[src/rtl/b32sc_pkg.sv]
// Shared types and constants for the base32 stream codec.
// No dependencies; compile first.
`default_nettype none
package b32sc_pkg;

  localparam int unsigned CFG_IDX_W  = 3;
  localparam int unsigned CFG_DATA_W = 64;

  // register indexes of the configuration port
  localparam logic [CFG_IDX_W-1:0] CFG_DIRECTION = 3'd0;
  localparam logic [CFG_IDX_W-1:0] CFG_ALPHABET0 = 3'd1;
  localparam logic [CFG_IDX_W-1:0] CFG_ALPHABET1 = 3'd2;
  localparam logic [CFG_IDX_W-1:0] CFG_ALPHABET2 = 3'd3;
  localparam logic [CFG_IDX_W-1:0] CFG_ALPHABET3 = 3'd4;
  localparam logic [CFG_IDX_W-1:0] CFG_DEC_LIMIT = 3'd5;

  localparam int unsigned ACC_W      = 12;
  localparam int unsigned CNT_W      = 4;
  localparam int unsigned SYM_W      = 5;
  localparam int unsigned NUM_SYMS   = 32;
  localparam int unsigned LIMIT_W    = 16;
  localparam int unsigned MAX_BEATS  = 3;   // result beats one item can cause

  localparam logic DIR_ENCODE = 1'b0;
  localparam logic DIR_DECODE = 1'b1;

  // one queued result beat; symbols are mapped to characters at the output
  typedef struct packed {
    logic       is_sym;
    logic [7:0] val;
    logic       last;
    logic       stopped;
  } res_beat_t;

endpackage
`default_nettype wire

[src/rtl/b32sc_if.sv]
// Valid/ready stream interfaces for the codec input and result channels.
// Depends on nothing; compile after b32sc_pkg.
`default_nettype none
interface b32sc_in_if;
  logic       valid;
  logic       ready;
  logic [7:0] data_in;
  logic       message_end;

  modport source (output valid, output data_in, output message_end, input ready);
  modport sink   (input valid, input data_in, input message_end, output ready);
endinterface

interface b32sc_out_if;
  logic       valid;
  logic       ready;
  logic [7:0] data_out;
  logic       run_last;
  logic       stopped;

  modport source (output valid, output data_out, output run_last, output stopped,
                  input ready);
  modport sink   (input valid, input data_out, input run_last, input stopped,
                  output ready);
endinterface
`default_nettype wire

[src/rtl/base32_stream_codec.sv]
// Base32 stream codec top level: bit accumulator, 32-entry alphabet, result queue.
// Depends on b32sc_pkg and the stream interfaces in b32sc_if.sv.
//
//   channel  dir  handshake      payload
//   in_i     in   valid/ready    data_in[7:0], message_end
//   out_o    out  valid/ready    data_out[7:0], run_last, stopped
//   cfg      in   cfg_we_i       cfg_idx_i[2:0], cfg_data_i[63:0]
//
// Each accepted beat is processed in the cycle it is taken; its 0..3 result
// beats land in a 4-deep result queue; its head drives out_o, data via the alphabet.
// in_i.ready is high while at most one result beat is queued, so decoding runs
// one item per cycle while out_o takes beats; encoding, where a byte can yield
// two symbols and a flush one more, is set by the single output beat per cycle.
// Reset clears the message state, the queue and the configuration (decode
// limit 65535). Output stalls just fill the queue; input then waits.
`default_nettype none
module base32_stream_codec
  import b32sc_pkg::*;
(
  input  wire                   clk_i,
  input  wire                   rst_ni,
  input  wire                   cfg_we_i,
  input  wire [CFG_IDX_W-1:0]   cfg_idx_i,
  input  wire [CFG_DATA_W-1:0]  cfg_data_i,
  b32sc_in_if.sink              in_i,
  b32sc_out_if.source           out_o
);

  localparam int unsigned QDEPTH = 4;
  localparam int unsigned QPTR_W = $clog2(QDEPTH);
  localparam int unsigned QCNT_W = $clog2(QDEPTH + 1);

  // ---------------------------------------------------------------- config
  logic                        dir_q;
  logic [NUM_SYMS-1:0][7:0]    alph_q;
  logic [LIMIT_W-1:0]          limit_q;

  always_ff @(posedge clk_i or negedge rst_ni) begin
    if (!rst_ni) begin
      dir_q   <= DIR_ENCODE;
      alph_q  <= '0;
      limit_q <= '1;
    end else if (cfg_we_i) begin
      unique case (cfg_idx_i)
        CFG_DIRECTION: dir_q <= cfg_data_i[0];
        CFG_ALPHABET0, CFG_ALPHABET1, CFG_ALPHABET2, CFG_ALPHABET3: begin
          for (int j = 0; j < 8; j++) begin
            alph_q[{2'(cfg_idx_i - CFG_ALPHABET0), 3'(j)}] <= cfg_data_i[8*j +: 8];
          end
        end
        CFG_DEC_LIMIT: limit_q <= cfg_data_i[LIMIT_W-1:0];
        default: ;  // writes past the register list are ignored
      endcase
    end
  end

  // ---------------------------------------------------------------- state
  logic [ACC_W-1:0]   acc_q, acc_d;
  logic [CNT_W-1:0]   bcnt_q, bcnt_d;
  logic               halt_q, halt_d;
  logic [LIMIT_W-1:0] bytes_q, bytes_d;

  logic [QPTR_W-1:0]  wr_q, rd_q;
  logic [QCNT_W-1:0]  qcnt_q;
  res_beat_t          queue_q [QDEPTH];

  logic in_acc, out_acc;
  assign in_i.ready = (qcnt_q <= QCNT_W'(QDEPTH - MAX_BEATS));
  assign in_acc     = in_i.valid && in_i.ready;
  assign out_acc    = out_o.valid && out_o.ready;

  function automatic logic [ACC_W-1:0] low_mask(input logic [CNT_W-1:0] n);
    logic [ACC_W:0] m;
    m = ({{ACC_W{1'b0}}, 1'b1} << n) - 1'b1;
    return m[ACC_W-1:0];
  endfunction

  // ------------------------------------------------------- alphabet search
  logic [NUM_SYMS-1:0] hit_vec;
  logic                hit;
  logic [SYM_W-1:0]    hit_sym;

  always_comb begin
    for (int i = 0; i < NUM_SYMS; i++) begin
      hit_vec[i] = (alph_q[i] == in_i.data_in);
    end
    hit     = |hit_vec;
    hit_sym = '0;
    // lowest matching symbol wins on duplicate characters
    for (int i = NUM_SYMS - 1; i >= 0; i--) begin
      if (hit_vec[i]) hit_sym = SYM_W'(i);
    end
  end

  // ------------------------------------------------------- per-item datapath
  logic [CNT_W-1:0]  e_cnt, e_cnt0, e_cnt1, e_cnt2;
  logic [ACC_W-1:0]  e_acc;
  logic [CNT_W-1:0]  d_cnt, d_cnt0;
  logic [ACC_W-1:0]  d_acc;
  res_beat_t         beat [MAX_BEATS];
  logic [1:0]        n_beats;

  always_comb begin
    acc_d   = acc_q;
    bcnt_d  = bcnt_q;
    halt_d  = halt_q;
    bytes_d = bytes_q;
    n_beats = '0;
    for (int k = 0; k < MAX_BEATS; k++) begin
      beat[k] = '{is_sym: 1'b0, val: 8'h00, last: 1'b0, stopped: halt_q};
    end

    // encode: 8 bits in, one or two 5-bit groups out, flush on message end
    e_cnt  = (bcnt_q > 4'd4) ? 4'd4 : bcnt_q;
    e_acc  = ACC_W'({(acc_q & low_mask(e_cnt)), in_i.data_in});
    e_cnt0 = e_cnt + 4'd8;
    e_cnt1 = e_cnt0 - 4'd5;
    e_cnt2 = (e_cnt1 >= 4'd5) ? (e_cnt1 - 4'd5) : e_cnt1;

    // decode: 5 bits in, at most one byte out
    d_cnt  = (bcnt_q > 4'd7) ? 4'd7 : bcnt_q;
    d_acc  = ACC_W'({(acc_q & low_mask(d_cnt)), hit_sym});
    d_cnt0 = d_cnt + 4'd5;

    if (dir_q == DIR_ENCODE) begin
      beat[0].is_sym = 1'b1;
      beat[0].val    = {3'b000, SYM_W'(e_acc >> (e_cnt0 - 4'd5))};
      n_beats        = 2'd1;
      if (e_cnt1 >= 4'd5) begin
        beat[1].is_sym = 1'b1;
        beat[1].val    = {3'b000, SYM_W'(e_acc >> (e_cnt1 - 4'd5))};
        n_beats        = 2'd2;
      end
      if (in_i.message_end && (e_cnt2 != '0)) begin
        // leftover bits move to the top of the group, zero-filled below
        beat[n_beats].is_sym = 1'b1;
        beat[n_beats].val    = {3'b000, SYM_W'(e_acc << (4'd5 - e_cnt2))};
        n_beats              = n_beats + 2'd1;
      end
      acc_d  = e_acc & low_mask(e_cnt2);
      bcnt_d = e_cnt2;
    end else if (!halt_q) begin
      if (!hit) begin
        halt_d = 1'b1;
      end else begin
        acc_d  = d_acc;
        bcnt_d = d_cnt0;
        if (d_cnt0 >= 4'd8) begin
          bcnt_d = d_cnt0 - 4'd8;
          acc_d  = d_acc & low_mask(d_cnt0 - 4'd8);
          if (bytes_q < limit_q) begin
            beat[0].val = 8'(d_acc >> (d_cnt0 - 4'd8));
            n_beats     = 2'd1;
            bytes_d     = bytes_q + 1'b1;
          end
        end
      end
    end

    for (int k = 0; k < MAX_BEATS; k++) begin
      beat[k].last = (2'(k) == n_beats - 2'd1);
    end

    if (in_i.message_end) begin
      acc_d   = '0;
      bcnt_d  = '0;
      halt_d  = 1'b0;
      bytes_d = '0;
    end
  end

  always_ff @(posedge clk_i or negedge rst_ni) begin
    if (!rst_ni) begin
      acc_q   <= '0;
      bcnt_q  <= '0;
      halt_q  <= 1'b0;
      bytes_q <= '0;
    end else if (cfg_we_i && (cfg_idx_i == CFG_DIRECTION)) begin
      // a mode change starts a fresh message
      acc_q   <= '0;
      bcnt_q  <= '0;
      halt_q  <= 1'b0;
      bytes_q <= '0;
    end else if (in_acc) begin
      acc_q   <= acc_d;
      bcnt_q  <= bcnt_d;
      halt_q  <= halt_d;
      bytes_q <= bytes_d;
    end
  end

  // ---------------------------------------------------------- result queue
  logic [1:0] n_push;
  assign n_push = in_acc ? n_beats : 2'd0;

  always_ff @(posedge clk_i or negedge rst_ni) begin
    if (!rst_ni) begin
      wr_q   <= '0;
      rd_q   <= '0;
      qcnt_q <= '0;
    end else begin
      wr_q   <= wr_q + QPTR_W'(n_push);
      rd_q   <= rd_q + QPTR_W'(out_acc);
      qcnt_q <= qcnt_q + QCNT_W'(n_push) - QCNT_W'(out_acc);
    end
  end

  // payload entries carry no reset
  always_ff @(posedge clk_i) begin
    for (int k = 0; k < MAX_BEATS; k++) begin
      if (2'(k) < n_push) queue_q[wr_q + QPTR_W'(k)] <= beat[k];
    end
  end

  res_beat_t head;
  assign head            = queue_q[rd_q];
  assign out_o.valid     = (qcnt_q != '0);
  assign out_o.data_out  = head.is_sym ? alph_q[head.val[SYM_W-1:0]] : head.val;
  assign out_o.run_last  = head.last;
  assign out_o.stopped   = head.stopped;

  // ------------------------------------------------------------ assertions
  a_queue_bound: assert property (@(posedge clk_i) disable iff (!rst_ni)
    qcnt_q <= QCNT_W'(QDEPTH))
    else $error("result queue overflow");

  a_bitcnt_bound: assert property (@(posedge clk_i) disable iff (!rst_ni)
    bcnt_q <= 4'd7)
    else $error("bit count out of range");

  a_msg_end_clears: assert property (@(posedge clk_i) disable iff (!rst_ni)
    (in_acc && in_i.message_end && !cfg_we_i) |=>
      (bcnt_q == '0 && !halt_q && bytes_q == '0))
    else $error("message end did not clear state");

  a_no_result_halted: assert property (@(posedge clk_i) disable iff (!rst_ni)
    out_o.valid |-> !out_o.stopped)
    else $error("result beat made while halted");

  a_limit_held: assert property (@(posedge clk_i) disable iff (!rst_ni)
    (in_acc && dir_q == DIR_DECODE && n_beats != 2'd0) |-> (bytes_q < limit_q))
    else $error("decoded byte past limit");

endmodule
`default_nettype wire
[src/flat_wrapper.sv]
// flat-port wrapper written by rule: the top's interface ports become plain ports
module base32_stream_codec_flat import b32sc_pkg::*;
  (clk_i, rst_ni, cfg_we_i, cfg_idx_i, cfg_data_i, in_i_valid, in_i_data_in, in_i_message_end, in_i_ready, out_o_valid, out_o_data_out, out_o_run_last, out_o_stopped, out_o_ready);
  b32sc_in_if in_i_i ();
  b32sc_out_if out_o_i ();
  input  wire clk_i;
  input  wire rst_ni;
  input  wire cfg_we_i;
  input  wire [CFG_IDX_W-1:0] cfg_idx_i;
  input  wire [CFG_DATA_W-1:0] cfg_data_i;
  input wire logic [$bits(in_i_i.valid)-1:0] in_i_valid;
  input wire logic [$bits(in_i_i.data_in)-1:0] in_i_data_in;
  input wire logic [$bits(in_i_i.message_end)-1:0] in_i_message_end;
  output wire logic [$bits(in_i_i.ready)-1:0] in_i_ready;
  output wire logic [$bits(out_o_i.valid)-1:0] out_o_valid;
  output wire logic [$bits(out_o_i.data_out)-1:0] out_o_data_out;
  output wire logic [$bits(out_o_i.run_last)-1:0] out_o_run_last;
  output wire logic [$bits(out_o_i.stopped)-1:0] out_o_stopped;
  input wire logic [$bits(out_o_i.ready)-1:0] out_o_ready;
  assign in_i_i.valid = in_i_valid;
  assign in_i_i.data_in = in_i_data_in;
  assign in_i_i.message_end = in_i_message_end;
  assign in_i_ready = in_i_i.ready;
  assign out_o_valid = out_o_i.valid;
  assign out_o_data_out = out_o_i.data_out;
  assign out_o_run_last = out_o_i.run_last;
  assign out_o_stopped = out_o_i.stopped;
  assign out_o_i.ready = out_o_ready;
  base32_stream_codec u_core (.clk_i(clk_i), .rst_ni(rst_ni), .cfg_we_i(cfg_we_i), .cfg_idx_i(cfg_idx_i), .cfg_data_i(cfg_data_i), .in_i(in_i_i), .out_o(out_o_i));
endmodule
[config.mk]
export PLATFORM = sky130hd
export DESIGN_NAME = base32_stream_codec_flat
export DESIGN_NICKNAME = d
export VERILOG_FILES = /design/src/rtl/b32sc_pkg.sv /design/src/rtl/b32sc_if.sv /design/src/rtl/base32_stream_codec.sv /design/src/flat_wrapper.sv
export SDC_FILE = /design/constraint.sdc
export NUM_CORES = 1
export LEC_CHECK = 0
export BUFFER_PORTS_ARGS = -buffer_cell sky130_fd_sc_hd__buf_2
export CAP_MARGIN = 20
export CORE_ASPECT_RATIO = 1.4
export CORE_MARGIN = 2
export CORE_UTILIZATION = 40
export CTS_CLUSTER_DIAMETER = 120
export DETAILED_ROUTE_END_ITERATION = 8
export SYNTH_ARGS = -nofsm -noshare
export SYNTH_HDL_FRONTEND = slang
export SYNTH_SLANG_ARGS = --single-unit
export TNS_END_PERCENT = 50
[constraint.sdc]
create_clock -name clk_i -period 14.6 [get_ports clk_i]
set_clock_uncertainty 0.05 [all_clocks]
set_input_delay 1.46 -clock clk_i [delete_from_list [all_inputs] [get_ports clk_i]]
set_output_delay 1.46 -clock clk_i [all_outputs]
set_load 0.05 [all_outputs]
==> metrics, run 1 <==
status=completed; first-pass GRT wire length=106000 um; Hold Fails Final Rpt=0; average size of a mapped cell=between 10 and 15 um2; TritonCTS clock tree=built; commonest cells after routing, fill and taps aside=dfrtp_1, mux2_2, xor2_1; Core Footprint=between 50000 and 60000 um2; IO Port Bufs=92; fillers=5200; post-synthesis cell type count=roughly 90; kind of critical path=flop to flop; Final setup viols=0; Die Height=283 um; slowest CP cell=a21oi_1; Die ar.=57700 um2; Iter 0 DRT Violations=between 1000 and 1500; WL per Instance=roughly 26 um; Largest stage delay, worst path=about 0.86 ns; startpoint class of the critical path=flop; Placed Cells=roughly 2700; CP required=14.83 ns; Post-Syn Instances=1955; # rows=102; Cell Area, Placed=between 20000 and 25000 um2; Bufs on Longest Clock Path=3; Layout area overhead=10.4%; CTS root buffer=clkbuf_16; Chip Width=a little over 200 um; gp weighted congestion=0.962; Power, Total=around 5.0 mW; multi-input logic area=12500 um2; GRT overflow=0; mapped cell area=~22000 um2; fmax=0.149 GHz; CTS Hold Bufs=0; syn_nets=~2100; critical-path cell list=or2_2 > inv_2 > nand2_1 > ha_1 > or3_1 > a21oi_1 > mux2i_2 > o21ai_1 > inv_1 > ha_1 > or2_2 > a21oi_1 > nor2_1 > o311ai_2 > buf_4; largest net degree at the start of global routing=103; Max VDD drop=0.127 mV; Post-synth EDFFs=between 40 and 50; hold crit path type=flop to flop; register area=a little over 9000 um2; Clk Latency, worst-skew pair=slightly below 0.6 ns; Slew Limit Fails=0; RSZ-0062 raised after global routing=false; crit path capture type=flop; dpl hpwl=approximately 52000 um; TNS Setup=0 ns; CTS clock-pin slew for the worst setup and hold paths=approximately 0.06 ns; CP max FO=18; share of flip-flops with an asynchronous set or reset=a little under 90%; Final period util=between 40% and 50%; Top FF cell, synth=dfrtp_1; register area share after synthesis=between 40% and 50%; total CTS buffers=39; antenna violations before repair=1; Top Ports=93; Post-CTS Setup Repair Bufs=0; routed vias=approximately 16000; drc violations=0; Power Dens Cells=roughly 200 nW/um2; clock sink total=approximately 350; final antenna-violating net count=0; Resized Gates After CTS=0; GRT Total Usage=between 20% and 30%; Top delay family on crit path=compound AO/OA/AOI/OAI gates; Bufs and invs on worst path=3; vias in the first global route=16600; Tightest Pin Transition=around 1.1 ns; final hold slack=0.439 ns; drt via density=between 5 and 6; effective utilization at floorplan=~40%; leak pwr=slightly below 10 nW; proportion of layout cells with a drive suffix above 1=about 30%; most common cell after layout, fill and taps aside=dfrtp_1; final non-filler cell total=about 2700; Seq cells post-synth=352; max cap viols=0; Final Critical Period=about 6.7 ns; DR pass1 iterations=5; H-tree depth=2; max_slew headroom=25.6%; WL final=71100 um; nets=2100; CP arrival=6.93 ns; Ys Warns=0; Finished Cell Area=24600 um2
## where the power goes
group	switching, mW	internal (mW)	total (mW)	leakage, nW
clock network	0.432	0.631	1.06	0.675
logic	1.42	1.02	2.45	5.11
registers	0.245	1.24	1.48	4.13
total	2.10	2.89	4.99	9.91
## cell usage after synthesis, types with 5 or more instances
cell	number	area, um2
and2_1	14	87.6
o31ai_1	7	52.6
edfxtp_1	44	1320
a31oi_1	22	138
nand2_1	136	510
or2_2	15	93.8
a21oi_1	62	310
mux2_2	279	3140
nor4_1	43	269
xnor2_1	100	876
nor4_2	5	62.6
ha_1	37	463
and3_1	12	75.1
a211oi_1	31	233
nand3_1	32	160
nor3_1	15	75.1
o21ai_0	43	215
buf_6	12	135
nor2_1	91	342
mux4_2	83	1870
xor2_1	177	1550
o221ai_1	5	43.8
nand4_1	35	219
dfstp_2	16	420
inv_1	38	143
buf_4	11	82.6
o211ai_1	10	75.1
buf_1	11	41.3
mux2i_1	28	280
clkbuf_1	72	270
or3_1	10	62.6
o22ai_1	13	81.3
buf_2	26	130
dfrtp_1	292	7310
nor2b_1	21	131
## layer usage
layer / up-vias / part of all wire (%) / wire length [um] / track usage (%)
met5: - / 0.015 / 11 / 0
met4: 2 / 6.2 / 4420 / 13.7
met3: 190 / 4.2 / 2980 / 3.08
met2: 563 / 50 / 35700 / 42.7
met1: 8262 / 39 / 28000 / 29.5
li1: 7219 / - / - / -
## flip-flops by register name, summed over array words and instances (netlist names)
register        cells
u_core.bcnt_q       4
u_core.dir_q        1
u_core.limit_q     16
u_core.qcnt_q       3
u_core.queue_q     44
u_core.alph_q     256
u_core.wr_q         2
u_core.bytes_q     16
u_core.acc_q        7
u_core.rd_q         2
u_core.halt_q       1
## worst reg2reg max path, stage by stage, from the launching register on
cell	delay, ns
dfrtp_1	0.49
or2_2	0.43
inv_2	0.24
nand2_1	0.30
ha_1	0.34
or3_1	0.39
a21oi_1	0.86
mux2i_2	0.80
o21ai_1	0.37
inv_1	0.17
ha_1	0.32
or2_2	0.35
a21oi_1	0.27
nor2_1	0.13
o311ai_2	0.62
buf_4	0.28
## stage by stage
| stage | utilization, % | setup WS [ns] |
|---|---|---|
| final | 44.6 | 7.90 |
| after global routing | 44.6 | 7.51 |
| after CTS | 44.5 | 7.63 |
| after detailed placement | 42.0 | 7.62 |
| after global placement | 42.0 | 7.79 |
| after floorplan | - | 8.91 |
## area by class of cell
| class | instances | share of cell area, % |
|---|---|---|
| Sequential cell | 352 | 36.7 |
| Clock buffer | 52 | 4.53 |
| Multi-Input combinational cell | 1429 | 50.6 |
| Inverter | 40 | 0.610 |
| Tap cell | 728 | 3.70 |
| Timing Repair Buffer | 119 | 2.74 |
| Clock inverter | 18 | 1.07 |
| Antenna cell | 1 | 0.0102 |
## final timing paths
kind | from | slack (ns) | endpoint | cells past startpoint
max | u_core.bcnt_q[3] | 7.90 | u_core.queue_q[0][3] | 15
min | u_core.qcnt_q[2] | 0.44 | u_core.qcnt_q[2] | 1
max reg2reg | u_core.bcnt_q[3] | 7.90 | u_core.queue_q[0][3] | 15
min reg2reg | u_core.qcnt_q[2] | 0.44 | u_core.qcnt_q[2] | 1
max in group asynchronous | rst_ni | 12.09 | u_core.alph_q[155] | 2
min in group asynchronous | rst_ni | 0.89 | u_core.bytes_q[6] | 1
## cell families (layout without fill, tap and decap cells)
logic type / after synthesis / after routing / synth area share (%)
and+or+nand+nor: 465 / 465 / 10.9
muxes: 391 / 391 / 23.8
DFF: 352 / 352 / 40.6
xor gates and xnor gates: 279 / 279 / 11.1
AOI/OAI and AO/OA: 256 / 256 / 7.77
buffers and inverters: 174 / 229 / 3.81
adders and majority gates: 38 / 38 / 2.17
other: 0 / 1 / 0
Power figures use the tool's default switching activity.
==> run 2: changes to the inputs <==
Clock period 14.6 ns to 6.95 ns, I/O delays scaled along.
==> metrics, run 2 (synthesis gave the netlist of run 1 again) <==
critical-path cell list=or2_2 > inv_2 > nand2_1 > ha_1 > or3_1 > a21oi_1 > mux2i_2 > o21ai_1 > ha_1 > nor3_1 > buf_4 > inv_1 > nor3_2 > nand2_1 > nor2_1 > a31oi_1; Core Footprint=55300 um2 (unchanged); startpoint class of the critical path=flop; Clk Latency, worst-skew pair=0.60 ns (about the same); CTS Hold Bufs=0 (unchanged); WL per Instance=26.2 um (+0.74%); Final period util=88.0% (+42 points); antenna violations before repair=1 (unchanged); Tightest Pin Transition=1.13 ns (+0.0114 ns); Post-CTS Setup Repair Bufs=0 (unchanged); leak pwr=9.95 nW (+0.34%); Slew Limit Fails=0 (unchanged); largest net degree at the start of global routing=170 (+65%); GRT overflow=0 (unchanged); Top Ports=93 (unchanged); TNS Setup=0 ns (unchanged); max cap viols=0 (unchanged); H-tree depth=2 (unchanged); Reg with most FFs=u_core.alph_q; GRT Total Usage=25.2% (+0.50 points); CP arrival=6.35 ns (-0.58 ns); vias in the first global route=16800 (+1.1%); gp weighted congestion=0.951 (-1.1%); status=completed; Hold Fails Final Rpt=0 (unchanged); proportion of layout cells with a drive suffix above 1=30.5% (+0.28 points); RSZ-0062 raised after global routing=false; Bufs and invs on worst path=3 (unchanged); CTS root buffer=clkbuf_16; hold crit path type=primary input to async pin; fmax=0.164 GHz (+9.6%); WL final=71900 um (+1.0%); register area=9050 um2 (unchanged); Power, Total=10.5 mW (+110%); drt via density=5.94 (+0.28%); final antenna-violating net count=0 (unchanged); dpl hpwl=53200 um (+2.3%); antenna diode count=0 (-1); slowest CP cell=a21oi_1; effective utilization at floorplan=40.4% (unchanged); Die Height=283 um (unchanged); TritonCTS clock tree=built; Regs by FF count=u_core.alph_q (256), u_core.queue_q (44); Top delay family on crit path=simple AND/OR/NAND/NOR gates; first-pass GRT wire length=108000 um (+1.9%); total CTS buffers=40 (+2.6%); Final setup viols=0 (unchanged); fillers=5185 (-0.29%); crit path capture type=flop; IO Port Bufs=92 (unchanged); Chip Width=204 um (unchanged); DR pass1 iterations=6 (+1); Max VDD drop=0.263 mV (+110%); Final Critical Period=6.11 ns (-0.589 ns); Largest stage delay, worst path=0.87 ns (about the same); multi-input logic area=12500 um2 (unchanged); Layout area overhead=10.6%; Die ar.=57700 um2 (unchanged); nets=2107 (+0.33%); CP max FO=13 (-5); clock sink total=352 (unchanged); Bufs on Longest Clock Path=3 (unchanged); Iter 0 DRT Violations=1092 (-7.5%); kind of critical path=flop to flop; commonest cells after routing, fill and taps aside=dfrtp_1, mux2_2, xor2_1; # rows=102 (unchanged); max_slew headroom=24.9% (-0.76 points); Power Dens Cells=424 nW/um2 (+110%); drc violations=0 (unchanged); CP required=7.18 ns (-7.65 ns); most common cell after layout, fill and taps aside=dfrtp_1; CTS clock-pin slew for the worst setup and hold paths=0.07 ns (about the same); max reg flops=256 (unchanged); routed vias=16300 (+0.54%); Resized Gates After CTS=0 (unchanged)
-- run 2: metrics by stage --
| stage | setup slack, ns | instance area (um2) | utilization (%) | hold slack (ns) | std cells |
|---|---|---|---|---|---|
| floorplan | 1.26 | 22300 | - | 0.349 | 1955 |
| global placement | 1.15 | 23300 | 42.2 | 0.417 | 2674 |
| detailed placement | 0.951 | 23300 | 42.2 | 0.423 | 2674 |
| CTS | 0.953 | 24700 | 44.6 | 0.0465 | 2746 |
| global route | 0.526 | 24700 | 44.6 | 0.0697 | 2746 |
| finish | 0.835 | 24700 | 44.6 | 0.0337 | 2746 |
-- run 2: worst register-to-register path, cell delays in order (launching register included) --
cell and delay [ns]:
dfrtp_1 0.49, or2_2 0.44, inv_2 0.27, nand2_1 0.32, ha_1 0.35, or3_1 0.42, a21oi_1 0.87, mux2i_2 0.32
o21ai_1 0.23, ha_1 0.32, nor3_1 0.19, buf_4 0.19, inv_1 0.12, nor3_2 0.57, nand2_1 0.39, nor2_1 0.20
a31oi_1 0.06
-- run 2: report_power, final --
| part | leakage, nW | internal [mW] | switching, mW |
|---|---|---|---|
| clock network | 0.676 | 1.29 | 0.936 |
| registers | 4.13 | 2.60 | 0.489 |
| logic | 5.14 | 2.15 | 3.01 |
| total | 9.95 | 6.04 | 4.43 |
-- run 2: path summary, 6_finish.rpt --
| check | from | to | slack (ns) | depth (start not counted) |
|---|---|---|---|---|
| min in group clk_i | cfg_data_i[60] | u_core.alph_q[124] | 0.32 | 2 |
| worst max-delay path | u_core.bcnt_q[3] | u_core.queue_q[2][3] | 0.84 | 16 |
| max in group asynchronous | rst_ni | u_core.alph_q[175] | 5.40 | 2 |
| worst min-delay path | rst_ni | u_core.alph_q[25] | 0.03 | 1 |
| worst min register to register | u_core.qcnt_q[2] | u_core.qcnt_q[2] | 0.43 | 1 |
| worst max register to register | u_core.bcnt_q[3] | u_core.queue_q[2][3] | 0.84 | 16 |
-- run 2: layer usage --
metal  wire (um)  global-route usage (%)  vias to the layer above
li1            -                       -                     7251
met1       28100                    29.9                     8404
met2       37900                    45.7                      514
met3        2720                    2.65                      152
met4        3130                    10.5                        2
met5          16                       0                        -
-- run 2: area by class of cell --
| class | count | area share, % |
|---|---|---|
| timing repair buffer | 125 | 2.96 |
| clock buffer | 54 | 4.68 |
| multi-input combinational | 1429 | 50.5 |
| tap | 728 | 3.69 |
| inverter | 40 | 0.609 |
| clock inverter | 18 | 0.872 |
| sequential | 352 | 36.7 |
==> run 3: changes to the inputs <==
Settings changed: CELL_PAD_IN_SITES_DETAIL_PLACEMENT set to 2, CELL_PAD_IN_SITES_GLOBAL_PLACEMENT set to 2, PLACE_DENSITY_LB_ADDON set to 0.1.
==> metrics, run 3 (synthesis gave the netlist of run 1 again) <==
startpoint class of the critical path=flop; Top Ports=93 (unchanged); slowest CP cell=or3b_1; CTS root buffer=clkbuf_16; effective utilization at floorplan=40.4% (unchanged); H-tree depth=2 (unchanged); WL final=82000 um (+14%); proportion of layout cells with a drive suffix above 1=30.4% (-0.080 points); CP arrival=6.20 ns (-0.15 ns); Die Height=283 um (unchanged); CTS Hold Bufs=0 (unchanged); fmax=0.173 GHz (+5.7%); Die ar.=57700 um2 (unchanged); status=completed; WL per Instance=29.8 um (+14%); max_slew headroom=29.7% (+4.8 points); DR pass1 iterations=5 (-1); vias in the first global route=18500 (+10%); Largest stage delay, worst path=0.68 ns (-0.19 ns); CP max FO=21 (+8); max cap viols=0 (unchanged); final antenna-violating net count=0 (unchanged); CP required=7.36 ns (+0.18 ns); Tightest Pin Transition=1.04 ns (-0.0857 ns); gp weighted congestion=0.897 (-5.7%); antenna diode count=0 (unchanged); TNS Setup=0 ns (unchanged); Resized Gates After CTS=0 (unchanged); TritonCTS clock tree=built; final non-filler cell total=2748 (+0.073%); Reg2Reg Capture Point=u_core.qcnt_q[2]; Layout area overhead=10.4%; GRT Total Usage=28.9% (+3.8 points); Max VDD drop=0.393 mV (+49%); Clk Latency, worst-skew pair=0.58 ns (-0.02 ns); drt via density=5.97 (+0.47%); antenna violations before repair=4 (+3); Chip Width=204 um (unchanged); dpl hpwl=62500 um (+17%); drc violations=0 (unchanged); Hold Fails Final Rpt=0 (unchanged); critical-path cell list=or3b_1 > inv_1 > ha_1 > nor2b_1 > a21oi_1 > buf_4 > mux2i_2 > o21ai_1 > inv_1 > ha_1 > or2_2 > a21oi_1 > ha_1 > inv_1 > fa_1 > xor2_1 > xnor2_1; Final setup viols=0 (unchanged); fillers=5612 (+8.2%); GRT overflow=0 (unchanged); first-pass GRT wire length=124000 um (+15%); CTS clock-pin slew for the worst setup and hold paths=0.06 ns (about the same); Final Critical Period=5.78 ns (-0.330 ns); routed vias=16400 (+0.54%); max reg flops=256 (unchanged); leak pwr=9.93 nW (-0.22%); Final period util=83.2% (-4.7 points); Power, Total=10.6 mW (+1.4%); Post-CTS Setup Repair Bufs=0 (unchanged); Power Dens Cells=431 nW/um2 (+1.6%); RSZ-0062 raised after global routing=false; most common cell after layout, fill and taps aside=dfrtp_1; Reg with most FFs=u_core.alph_q; total CTS buffers=38 (-5.0%); Core Footprint=55300 um2 (unchanged); R2R setup slack=1.17 ns (+0.33 ns); worst r2r src=u_core.bcnt_q[2]; # rows=102 (unchanged); FF-to-FF path depth=17 (+1); crit path capture type=flop; Iter 0 DRT Violations=821 (-25%); Bufs on Longest Clock Path=3 (unchanged); Slew Limit Fails=0 (unchanged); nets=2110 (+0.14%); IO Port Bufs=92 (unchanged); hold crit path type=primary input to async pin; Regs by FF count=u_core.alph_q (256), u_core.queue_q (44); commonest cells after routing, fill and taps aside=dfrtp_1, mux2_2, xor2_1; largest net degree at the start of global routing=132 (-22%); kind of critical path=flop to flop; Placed Cells=2679 (+0.19%); clock sink total=352 (unchanged)
==> run 3: cell types whose count changed in the layout (fill, tap and decap cells not counted), sizes merged <==
| cell | before | now |
|---|---|---|
| bufinv | 3 | 1 |
| clkinv | 10 | 6 |
| clkbuf | 54 | 58 |
| clkinvlp | 1 | 2 |
| inv | 44 | 42 |
| buf | 125 | 130 |
==> run 3: area by class of cell <==
class / count / area (um2) / area share, %
clock inverters: 11 / 108 / 0.437
inverters: 40 / 150 / 0.610
multi-input cells: 1429 / 12500 / 50.6
well taps: 728 / 911 / 3.70
flip-flops and latches: 352 / 9050 / 36.8
clock buffers: 58 / 1160 / 4.73
repair buffers: 130 / 768 / 3.12
==> run 3: per-stage QoR <==
stage	worst slack (ns)	cell area [um2]	hold slack (ns)	util (%)
5_1_grt	0.733	24600	0.178	44.5
6_report	1.17	24600	0.0772	44.5
4_1_cts	1.18	24600	0.152	44.5
3_5_place_dp	1.17	23300	0.422	42.2
3_3_place_gp	1.38	23300	0.420	42.2
2_1_floorplan	1.26	22300	0.349	-
==> run 3: how the worst max path moves through the flow <==
| stage | endpoint | slack [ns] | from | depth (start not counted) |
|---|---|---|---|---|
| floorplan | u_core.queue_q[0][0] | 1.26 | u_core.bcnt_q[3] | 17 |
| global placement | u_core.qcnt_q[2] | 1.38 | u_core.bcnt_q[3] | 17 |
| detailed placement | u_core.qcnt_q[2] | 1.17 | u_core.bcnt_q[3] | 17 |
| CTS | u_core.qcnt_q[2] | 1.18 | u_core.bcnt_q[3] | 17 |
| global route | u_core.qcnt_q[2] | 0.73 | u_core.bcnt_q[3] | 17 |
| finish | u_core.qcnt_q[2] | 1.17 | u_core.bcnt_q[2] | 17 |
==> run 3: routing by layer <==
layer  track usage, %  vias to the layer above  share of wire [%]
li1                 -                     7221                  -
met1             32.4                     8685                 37
met2             54.6                      342                 55
met3             2.68                      163                2.5
met4             13.2                        0                5.1
met5                0                        -                  0
==> run 3: critical path: cells and delay by family, from the launching register on <==
| kind | cells | cell delay [ns] |
|---|---|---|
| buffers and inverters | 4 | 1.10 |
| multiplexers | 1 | 0.17 |
| flip-flops | 1 | 0.51 |
| AND/OR/NAND/NOR | 3 | 1.28 |
| adder cells (fa/ha/maj) | 4 | 1.37 |
| AO/OA/AOI/OAI | 3 | 0.91 |
| XOR/XNOR | 2 | 0.30 |
==> run 3: report_power, final <==
part | switching [mW] | leakage (nW) | internal, mW
combinational | 3.19 | 5.17 | 2.17
sequential | 0.556 | 4.13 | 2.60
clock | 0.905 | 0.627 | 1.20
